`src/rtl/core/assert_macros.svh`:
```
// ----------------------------------------------------------------------------
// assertion macros
// shared concurrent assertion forms, clocked on clk and held off in reset
// ----------------------------------------------------------------------------
`ifndef ASSERT_MACROS_SVH
`define ASSERT_MACROS_SVH

// property that holds at every edge out of reset
`define ASSERT_ALWAYS(label, expr) \
    label: assert property (@(posedge clk) disable iff (!rst_n) (expr)) \
        else $error("assertion failed");

// consequent holds in the same cycle as the antecedent
`define ASSERT_SAME(label, ante, cons) \
    label: assert property (@(posedge clk) disable iff (!rst_n) (ante) |-> (cons)) \
        else $error("assertion failed");

// consequent holds in the cycle after the antecedent
`define ASSERT_NEXT(label, ante, cons) \
    label: assert property (@(posedge clk) disable iff (!rst_n) (ante) |=> (cons)) \
        else $error("assertion failed");

`endif

```
`src/rtl/core/pptl_pkg.sv`:
```
// ----------------------------------------------------------------------------
// pptl_pkg
// types and constants of the pps period tracking loop
// ----------------------------------------------------------------------------
`default_nettype none

package pptl_pkg;

    localparam int TIME_W  = 32;
    localparam int PHASE_W = 2;
    localparam int WIDE_W  = TIME_W + 2;

    localparam logic [TIME_W-1:0] TICKS_PER_SECOND = 32'd96000000;
    localparam logic [TIME_W-1:0] PERIOD_TOL       = TICKS_PER_SECOND / 32'd1000;
    localparam logic [TIME_W-1:0] DEBOUNCE_TICKS   = TICKS_PER_SECOND / 32'd4;
    localparam logic [TIME_W-1:0] PERIOD_LO        = TICKS_PER_SECOND - PERIOD_TOL;
    localparam logic [TIME_W-1:0] PERIOD_HI        = TICKS_PER_SECOND + PERIOD_TOL;

    localparam logic [PHASE_W-1:0] CODE_NONE   = 2'd0;
    localparam logic [PHASE_W-1:0] CODE_ONE    = 2'd1;
    localparam logic [PHASE_W-1:0] CODE_LOCKED = 2'd2;

    typedef enum logic [2:0] {
        PH_NONE   = 3'b001,
        PH_ONE    = 3'b010,
        PH_LOCKED = 3'b100
    } pptl_phase_t;

    typedef struct packed {
        pptl_phase_t       phase;
        logic [TIME_W-1:0] last_edge;
        logic [TIME_W-1:0] period;
        logic [TIME_W-1:0] last_error;
    } pptl_state_t;

    typedef struct packed {
        logic                     accepted;
        logic [PHASE_W-1:0]       lock_phase;
        logic [TIME_W-1:0]        period_ticks;
        logic signed [TIME_W-1:0] phase_error;
        logic                     error_valid;
        logic [TIME_W-1:0]        reference_time;
    } pptl_result_t;

endpackage

`default_nettype wire

```
`src/rtl/core/pptl_update.sv`:
```
// ----------------------------------------------------------------------------
// pptl_update
// per-item tracker update: relock, debounce, phase error, correction and clamp
// ----------------------------------------------------------------------------
`default_nettype none

module pptl_update
    import pptl_pkg::*;
(
    input  pptl_state_t       state,
    input  logic              action,
    input  logic [TIME_W-1:0] capture_time,
    output pptl_state_t       state_next,
    output pptl_result_t      res
);

    function automatic logic [TIME_W-1:0] clamp_period(input logic signed [WIDE_W-1:0] v);
        logic signed [WIDE_W-1:0] lo;
        logic signed [WIDE_W-1:0] hi;
        lo = $signed({2'b00, PERIOD_LO});
        hi = $signed({2'b00, PERIOD_HI});
        if (v < lo)
        begin
            return PERIOD_LO;
        end
        else if (v > hi)
        begin
            return PERIOD_HI;
        end
        return v[TIME_W-1:0];
    endfunction

    function automatic logic [PHASE_W-1:0] phase_code(input pptl_phase_t ph);
        logic [PHASE_W-1:0] code;
        unique case (ph)
            PH_NONE:   code = CODE_NONE;
            PH_ONE:    code = CODE_ONE;
            PH_LOCKED: code = CODE_LOCKED;
            default:   code = CODE_LOCKED;
        endcase
        return code;
    endfunction

    localparam logic signed [WIDE_W-1:0] TOL_S = $signed({2'b00, PERIOD_TOL});

    logic [TIME_W-1:0]        since_edge;
    logic                     bounce;
    logic [TIME_W-1:0]        raw_err;
    logic signed [WIDE_W-1:0] err_w;
    logic signed [WIDE_W-1:0] err_c;
    logic signed [WIDE_W-1:0] corr;
    logic signed [WIDE_W-1:0] new_period;
    logic                     locked_next;

    always_comb
    begin
        since_edge = capture_time - state.last_edge;
        bounce     = (state.phase != PH_NONE) && (since_edge < DEBOUNCE_TICKS);
        raw_err    = capture_time - state.last_edge - state.period;
        err_w      = $signed({{2{raw_err[TIME_W-1]}}, raw_err});

        if (err_w > TOL_S)
        begin
            err_c = TOL_S;
        end
        else if (err_w < -TOL_S)
        begin
            err_c = -TOL_S;
        end
        else
        begin
            err_c = err_w;
        end

        if (err_c[WIDE_W-1])
        begin
            corr = (err_c + WIDE_W'(3)) >>> 2;
        end
        else
        begin
            corr = err_c >>> 2;
        end
        if ((corr == '0) && (err_c != '0))
        begin
            corr = err_c[WIDE_W-1] ? -WIDE_W'(1) : WIDE_W'(1);
        end
        new_period = $signed({2'b00, state.period}) + corr;

        state_next   = state;
        res.accepted = 1'b0;
        priority if (action)
        begin
            state_next.phase      = PH_NONE;
            state_next.last_error = '0;
        end
        else if (bounce)
        begin
            state_next = state;
        end
        else
        begin
            res.accepted = 1'b1;
            unique case (state.phase)
                PH_NONE:
                begin
                    state_next.phase      = PH_ONE;
                    state_next.last_edge  = capture_time;
                    state_next.last_error = '0;
                    state_next.period     = clamp_period($signed({2'b00, state.period}));
                end
                PH_ONE:
                begin
                    state_next.phase      = PH_LOCKED;
                    state_next.last_edge  = capture_time;
                    state_next.last_error = '0;
                    state_next.period     = clamp_period($signed({2'b00, since_edge}));
                end
                default:
                begin
                    state_next.phase      = PH_LOCKED;
                    state_next.last_edge  = capture_time;
                    state_next.last_error = raw_err;
                    state_next.period     = clamp_period(new_period);
                end
            endcase
        end

        locked_next        = (state_next.phase == PH_LOCKED);
        res.lock_phase     = phase_code(state_next.phase);
        res.period_ticks   = state_next.period;
        res.phase_error    = locked_next ? $signed(state_next.last_error) : '0;
        res.error_valid    = locked_next;
        res.reference_time = state_next.last_edge;
    end

endmodule

`default_nettype wire

```
`config.mk`:
```
export PLATFORM = sky130hd
export DESIGN_NAME = pptl_update
export DESIGN_NICKNAME = d
export VERILOG_FILES = /design/src/rtl/core/assert_macros.svh /design/src/rtl/core/pptl_pkg.sv /design/src/rtl/core/pptl_update.sv
export SDC_FILE = /design/constraint.sdc
export NUM_CORES = 1
export LEC_CHECK = 0
export BUFFER_PORTS_ARGS = -buffer_cell sky130_fd_sc_hd__clkbuf_2
export CAP_MARGIN = 20
export CORE_MARGIN = 3
export CORE_UTILIZATION = 55
export DETAILED_ROUTE_END_ITERATION = 8
export GPL_TIMING_DRIVEN = 0
export PLACE_DENSITY = 0.86
export SLEW_MARGIN = 20
export SYNTH_ARGS = -nofsm -noshare
export SYNTH_HDL_FRONTEND = slang
export SYNTH_SLANG_ARGS = --single-unit
```
`constraint.sdc`:
```
create_clock -name vclk -period 12.75
set_input_delay 0.6375 -clock vclk [all_inputs]
set_output_delay 0.6375 -clock vclk [all_outputs]
set_load 0.005 [all_outputs]
```
# --- Yosys cells after proc, flatten, opt, wreduce, memory -nomap -nowiden ---
# Index checks and enable logic that the tools add are counted.
totals:
  out_inout_bits: 199
  wordCells: 62
  in_bits: 132
  register_bits: 0
  ramBits: 0
  latch_bits: 0
  mem_bits_ro: 0
  mem_count: 0
op_classes:
  div_mod_pow: 0
  reduce_logical: 5
  muxes: 38
  addsub: 4
  n_mul: 0
  bitwise: 0
  shifts: 0
  eq_ne: 6
  magnitude_cmp: 9
ops:
  columns: ["cell", "n"]
  rows:
  - ["two-way mux 32 bit", 11]
  - ["one-hot mux 99 bit (2 select lines)", 1]
  - ["two-way mux 34 bit", 5]
  - ["two-way mux 99 bit", 1]
  - ["greater-than comparator 32 x 27 -> 1 bit (second input constant)", 2]
  - ["< comparator 32 x 27 -> 1 bit (second input constant)", 2]
  - ["two-way mux 64 bit", 1]
  - ["subtractor 32 bit", 2]
  - ["adder 33 x 34 -> 34 bit", 1]
  - ["adder 34 x 3 -> 34 bit (second input constant)", 1]
  - ["greater-than comparator 34 x 28 -> 1 bit (second input constant)", 1]
  - ["zero test 34 bit", 1]
  - ["< comparator 34 x 28 -> 1 bit (second input constant)", 1]
  - ["nonzero test 34 bit", 1]
  - ["greater-than comparator 32 x 18 -> 1 bit (second input constant)", 1]
  - ["< comparator 32 x 18 -> 1 bit (second input constant)", 1]
  - ["< comparator 32 x 25 -> 1 bit (second input constant)", 1]
  - ["two-way mux 1 bit", 17]
  - ["== test 3 x 1 -> 1 bit (second input constant)", 2]
  - ["== test 3 x 2 -> 1 bit (second input constant)", 2]
  - ["one-hot mux 2 bit (2 select lines)", 1]
  - ["== test 3 bit (second input constant)", 1]
  - ["two-way mux 3 bit", 1]
  - ["inequality test 3 x 1 -> 1 bit (second input constant)", 1]
  - ["2 further kinds", 3]

# --- Depth between registers and ports, before layout ---
# Gate-level depths: netlist of run 1.
depth:
  ltp_word: 23
  mapped_depth: 47
  depth_no_buf: 42

# --- Least setup slack after synthesis of run 1 ---
# Ideal clock, no wire load.
synth_path:
  path_type: "in2out"
  start: "input port capture_time[0]"
  end: "output port state_next[41] (netlist bit)"
  stages: 43
  n_path_buf: 3
  setup_slack_ns: 3.159
  required_time_ns: 12.113
  arrival_time_ns: 8.953
  cell_sequence: "inv_1 -> ha_1 -> inv_1 -> fa_1 -> a211oi_1 -> o21ai_1 -> a21boi_2 -> o21bai_1 -> a21o_1 -> xnor2_1 -> inv_1 -> ha_1 -> clkbuf_1 -> and3_1 -> o2111ai_1 -> a2111oi_0 -> o21a_1 -> o22ai_1 -> [7 not listed] -> o31ai_1 -> ha_1 -> inv_1 -> fa_1 -> nor2b_1 -> o31a_1 -> o21ai_0 -> a211oi_1 -> mux2i_1 -> nand4_1 -> nor4_1 -> a31oi_1 -> o221ai_2 -> a21oi_1 -> nand2_1 -> o22ai_1 -> a211oi_1 -> buf_4"
synth_lines:
  columns: ["item", "line", "text"]
  rows:
  - ["start: declaration", "pptl_update.sv:12", "input logic [TIME_W-1:0] capture_time,"]
  - ["end: declaration", "pptl_update.sv:13", "output pptl_state_t state_next,"]

==> qor.txt, run 1 <==
status: completed
routed wl met2: 18500 µm
Crit path top cell by count: inv_1
Yosys Warn Count: 0
critical path's slowest cell: o311ai_0
Seq. cell area: 0 µm²
CP Max Fanout: 10
Mapped Cells: 1640
period utilization: 95.7%
final global-route overflow total: 0
Mean Syn Cell Area: 6.16 µm²
vias in the first global route: 12840
pin count of the biggest net entering global routing: 11
share of layout cells above drive strength 1: 24.5%
Slew HR: 17.9%
top-area cell type share of the netlist area: 11.8%
Yosys cell types: 96
Lkg Pwr: 5.86 nW
leading cell types in the layout, fill and taps excluded: 328 x clkbuf_2, 157 x nand2_1, 154 x a21oi_1
site row count: 48
DR WL/cell: 18.5 µm
Required @ worst endpoint: 12110 ps
initial antenna violation count: 0
Netlist Area Pre-Place: 0.0101 mm²
RSZ-0062 raised after global routing: false
sequential cells: 0
switching share of power: 62.9%
Seq pwr share: 0%
# IOs: 331
number of hold violations in the final report: 0
Placeable Area: 0.0177 mm²
Top Metal Used: met4
VDD IR max: 0.107 mV
RD Place Congestion: 1.00
Max Transition Viols Final: 0
Die Wd: 142 µm
Worst setup SP type: input pin
Worst Max-Slew Pin Slew: 1220 ps
Synth area leader: ha_1
f_max: 82.0 MHz
Iter 0 DRT Violations: 1654
placed cell area: 0.0120 mm²
Initial Util: 57.2%
nets: 2204
dominant cells by area after synthesis: ha_1 12%, a21oi_1 7.6%, nand2_1 5.8%
routed wire length: 40700 µm
M1 wire length: 16000 µm
post-layout min period: 12200 ps
cell area after layout: 0.0122 mm²
Die Y: 142 µm
Pwr Density: 123 mW/mm²
routed vias: 13999
vias per inst: 6.37
area of the die: 0.0200 mm²
Area Overhead vs Synth: 20.4%
crit end category: primary output
clock power share: 0%
DRC Markers: 0
CLK BUF: 0
Crit Path Category: in -> out
commonest non-fill, non-tap cell in the layout: clkbuf_2
ant diodes: 0
first-pass GRT wire length: 63800 µm
Largest stage delay, worst path: 1050 ps
P_int: 0.553 mW
syn_nets: 1870
Arr. time, crit path: 11560 ps
Combinational Power Share: 100.0%
HPWL after detailed placement: 34500 µm
Initial DRT Pass Iterations: 6
# hold bufs at CTS: 0
sequential area share after synthesis: 0%
max-capacitance violation count: 0
setup violators final: 0
post-route ant nets: 0
TNS Setup: 0 ps
Hold Crit Class: in -> out
port buffer count: 328
GRT Total Usage: 37.9%
switching pwr: 0.939 mW
WL met3: 4200 µm
Pwr Total: 1.49 mW
-- final timing paths --
check | start | to | slack, ps | cells after the start
worst max-delay path | capture_time[0] | state_next[38] | 550 | 43
worst min-delay path | state[10] | state_next[10] | 1610 | 4
-- logic make-up after synthesis --
family,share of synthesized area (%)
simple gates,31.3
compound gates,37.1
buf+inv,12.9
fa+ha+maj,12.4
xor+xnor,5.36
mux,0.941
-- through the flow --
stage	instances	utilization (%)	worst slack (ps)	hold slack, ps
after CTS	2193	68.1	375	1610
after global routing	2197	68.9	90.3	1630
final	2197	68.9	549	1610
after detailed placement	2193	68.1	414	1610
after global placement	2193	68.1	359	1610
after floorplan	1640	-	3160	1380
-- synthesized netlist by cell type (7+ instances only) --
library cell,number
nand2_1,157
a21oi_1,154
nor2_1,144
inv_1,121
nor3_1,106
o21ai_0,105
ha_1,95
buf_4,69
clkbuf_1,52
nand3_1,48
a21o_1,40
xnor2_1,37
a211oi_1,27
nand4_1,25
o211ai_1,25
xor2_1,23
o21a_1,21
nor4_1,20
and3_1,19
nor2b_1,19
a31oi_1,17
o21ai_1,17
buf_2,16
and2_1,14
o22ai_1,14
or3_1,14
a22oi_1,13
nand2b_1,12
o21bai_1,12
a311oi_1,9
o2111ai_1,9
o31ai_1,9
or2_2,8
a21boi_0,7
a221oi_1,7
or4_1,7
-- area by class of cell --
type | instances | area (µm²)
Buffer | 145 | 838
Fill cell | 1653 | 5490
Inverter | 124 | 465
Multi-Input combinational cell | 1371 | 8910
Tap cell | 225 | 282
Timing Repair Buffer | 332 | 1670
-- worst max-delay path: cells and delay by family --
kind	cells	cell delay [ps]
adders and majority gates	5	1670
xor gates and xnor gates	1	350
and+or+nand+nor	11	2420
buffers and inverters	9	1200
AOI/OAI and AO/OA	17	5280
-- per-layer routing --
| layer | vias to the layer above | GRT usage, % |
|---|---|---|
| li1 | 6672 | - |
| met1 | 6377 | 48.5 |
| met2 | 828 | 63.3 |
| met3 | 122 | 5.39 |
| met4 | 0 | 16.3 |
| met5 | - | 0 |
-- power by group through the flow --
stage | clock [mW] | combinational (mW) | sequential [mW]
6_report | 0 | 1.49 | 0
5_1_grt | 0 | 1.63 | 0
4_1_cts | 0 | 1.43 | 0
3_5_place_dp | 0 | 1.42 | 0
3_3_place_gp | 0 | 1.40 | 0
2_1_floorplan | 0 | 1.02 | 0
-- timing repair --
action                                  4_1_cts  5_1_grt
gates resized for setup                       0       18
endpoints found under the setup margin        0       40
buffers inserted                              0        4
Power figures use the tool's default switching activity.
==> inputs of run 2 (changes only) <==
--- a/config.mk
+++ b/config.mk
@@ -5,13 +5,14 @@
 export SDC_FILE = /design/constraint.sdc
 export NUM_CORES = 1
 export LEC_CHECK = 0
+export ABC_AREA = 1
 export BUFFER_PORTS_ARGS = -buffer_cell sky130_fd_sc_hd__clkbuf_2
 export CAP_MARGIN = 20
 export CORE_MARGIN = 3
 export CORE_UTILIZATION = 55
 export DETAILED_ROUTE_END_ITERATION = 8
 export GPL_TIMING_DRIVEN = 0
-export PLACE_DENSITY = 0.86
+export PLACE_DENSITY = 0.85
 export SLEW_MARGIN = 20
 export SYNTH_ARGS = -nofsm -noshare
 export SYNTH_HDL_FRONTEND = slang
==> qor.txt, run 2 <==
number of fill cells: 1838 (was 1653)
Synth Area in Adders: 11.4% (was 12.4%)
Placement Setup Slack: 2210 ps (was 414 ps)
Lkg Pwr: 7.86 nW (was 5.86 nW)
routed vias: 15265 (was 13999)
Yosys cell types: 56 (was 96)
routed wire length: 44000 µm (was 40700 µm)
port buffer count: 331 (was 328)
# hold bufs at CTS: 0 (unchanged)
Area Overhead vs Synth: 18.1% (was 20.4%)
max-capacitance violation count: 0 (unchanged)
top-count cell post-synth: nand2_1 (unchanged)
Pwr Density: 127 mW/mm² (was 123 mW/mm²)
Compound-Gate Fraction of Synth Area: 16.0% (was 37.1%)
pin count of the biggest net entering global routing: 11 (unchanged)
leading cell types in the layout, fill and taps excluded: 588 x nand2_1, 393 x inv_1, 331 x clkbuf_2 (was 328 x clkbuf_2, 157 x nand2_1, 154 x a21oi_1)
Hold Crit Class: in -> out (unchanged)
Initial Util: 57.3% (was 57.2%)
DRC Markers: 0 (unchanged)
share of layout cells above drive strength 1: 20.1% (was 24.5%)
Crit Path Category: in -> out (unchanged)
status: completed (unchanged)
DR WL/cell: 16.0 µm (was 18.5 µm)
Yosys Warn Count: 0 (unchanged)
Die Wd: 147 µm (was 142 µm)
Synth area leader: nand2_1 (was ha_1)
Crit path top cell by count: nand2_1 (was inv_1)
sequential cells: 0 (unchanged)
vias per inst: 5.56 (was 6.37)
Post-Synth Simple-Gate Area: 46.5% (was 31.3%)
Synth top cells by count: 588 x nand2_1, 393 x inv_1, 274 x nor2_1 (was 157 x nand2_1, 154 x a21oi_1, 144 x nor2_1)
crit end category: primary output (unchanged)
Mapped Cells: 2154 (was 1640)
first-pass GRT wire length: 67800 µm (was 63800 µm)
initial antenna violation count: 0 (unchanged)
VDD IR max: 0.0947 mV (was 0.107 mV)
XOR/XNOR share of the synthesized area: 5.55% (was 5.36%)
CLK BUF: 0 (unchanged)
Mean Syn Cell Area: 5.07 µm² (was 6.16 µm²)
Iter 0 DRT Violations: 1532 (was 1654)
critical path's slowest cell: xor2_1 (was o311ai_0)
Worst setup SP type: input pin (unchanged)
# IOs: 331 (unchanged)
cell family with most CP delay: simple AND/OR/NAND/NOR gates (was compound AO/OA/AOI/OAI gates)
dominant cells by area after synthesis: nand2_1 20%, inv_1 13%, ha_1 11% (was ha_1 12%, a21oi_1 7.6%, nand2_1 5.8%)
area of the die: 0.0216 mm² (was 0.0200 mm²)
RSZ-0062 raised after global routing: false (unchanged)
Largest stage delay, worst path: 530 ps (was 1050 ps)
crit path buf inv count: 12 (was 9)
post-layout min period: 10950 ps (was 12200 ps)
Die Y: 147 µm (was 142 µm)
Setup WS post-layout: 1800 ps (was 549 ps)
Hold WS: 1590 ps (was 1610 ps)
TNS Setup: 0 ps (unchanged)
Max Transition Viols Final: 0 (unchanged)
ant diodes: 0 (unchanged)
top-area cell type share of the netlist area: 20.2% (was 11.8%)
area of the multi-input gates: 0.00868 mm² (was 0.00891 mm²)
f_max: 91.3 MHz (was 82.0 MHz)
Placeable Area: 0.0191 mm² (was 0.0177 mm²)
main combinational cell family by area after synthesis: simple AND/OR/NAND/NOR gates (was compound AO/OA/AOI/OAI gates)
post-route ant nets: 0 (unchanged)
setup violators final: 0 (unchanged)
post-cts sizing count: 0 (unchanged)
hold path cells: 4 (unchanged)
Arr. time, crit path: 10310 ps (was 11560 ps)
hold_sp: state[27] (was state[10])
final global-route overflow total: 0 (unchanged)
Netlist Area Pre-Place: 0.0109 mm² (was 0.0101 mm²)
sequential area share after synthesis: 0% (unchanged)
commonest non-fill, non-tap cell in the layout: nand2_1 (was clkbuf_2)
GRT Total Usage: 37.8% (was 37.9%)
number of hold violations in the final report: 0 (unchanged)
hold path endpoint: state_next[27] (was state_next[10])
Seq. cell area: 0 µm² (unchanged)
site row count: 50 (was 48)
Required @ worst endpoint: 12110 ps (about the same)
period utilization: 85.9% (was 95.7%)
vias in the first global route: 13764 (was 12840)
Initial DRT Pass Iterations: 6 (unchanged)
Worst Max-Slew Pin Slew: 938 ps (was 1220 ps)
RD Place Congestion: 1.06 (was 1.00)
nets: 2717 (was 2204)
CP Max Fanout: 10 (unchanged)
multiplexer share of the synthesized area: 0% (was 0.941%)
syn_nets: 2384 (was 1870)
Slew HR: 37.0% (was 17.9%)
HPWL after detailed placement: 38600 µm (was 34500 µm)
post-CTS setup buffer count: 0 (unchanged)
-- run 2: worst max-delay path by stage --
| stage | to | slack, ps | start | depth (start not counted) |
|---|---|---|---|---|
| final | state_next[36] | 1800 | state[76] | 62 |
| after detailed placement | state_next[32] | 2210 | capture_time[0] | 66 |
| after global placement | state_next[32] | 2310 | capture_time[0] | 65 |
| after CTS | state_next[32] | 2170 | capture_time[0] | 66 |
| after global routing | state_next[34] | 1080 | state[67] | 64 |
| after floorplan | state_next[32] | 4010 | capture_time[0] | 62 |
-- run 2: layout make-up --
type / instances / area share (%)
Buffer: 106 / 5.75
Inverter: 400 / 11.6
Tap cell: 260 / 2.52
Multi-Input combinational cell: 1648 / 67.3
Timing Repair Buffer: 331 / 12.8
-- run 2: cell families after synthesis --
kind of cell / Yosys count
buf+inv: 506
compound gates: 315
fa+ha+maj: 98
simple gates: 1170
xor+xnor: 65
-- run 2: where the power goes --
| part | internal (mW) | leakage [nW] | switching (mW) |
|---|---|---|---|
| clock network | 0 | 0 | 0 |
| registers | 0 | 0 | 0 |
| logic | 0.542 | 7.86 | 1.09 |
| total | 0.542 | 7.86 | 1.09 |
-- run 2: metrics by stage --
stage	instance area (µm²)	instances	power [mW]	utilization, %
after floorplan	10900	2154	1.13	-
after global placement	12900	2745	1.56	67.7
after detailed placement	12900	2745	1.58	67.7
after CTS	12900	2745	1.59	67.7
after global routing	12900	2745	1.80	67.7
final	12900	2745	1.64	67.7
-- run 2: metal layers --
| layer | vias to the layer above | track usage, % | wire length, µm |
|---|---|---|---|
| li1 | 7442 | - | - |
| met1 | 6733 | 45.9 | 17100 |
| met2 | 938 | 67.3 | 20400 |
| met3 | 152 | 3.98 | 4210 |
| met4 | 0 | 16.7 | 2230 |
| met5 | - | 0 | 0 |
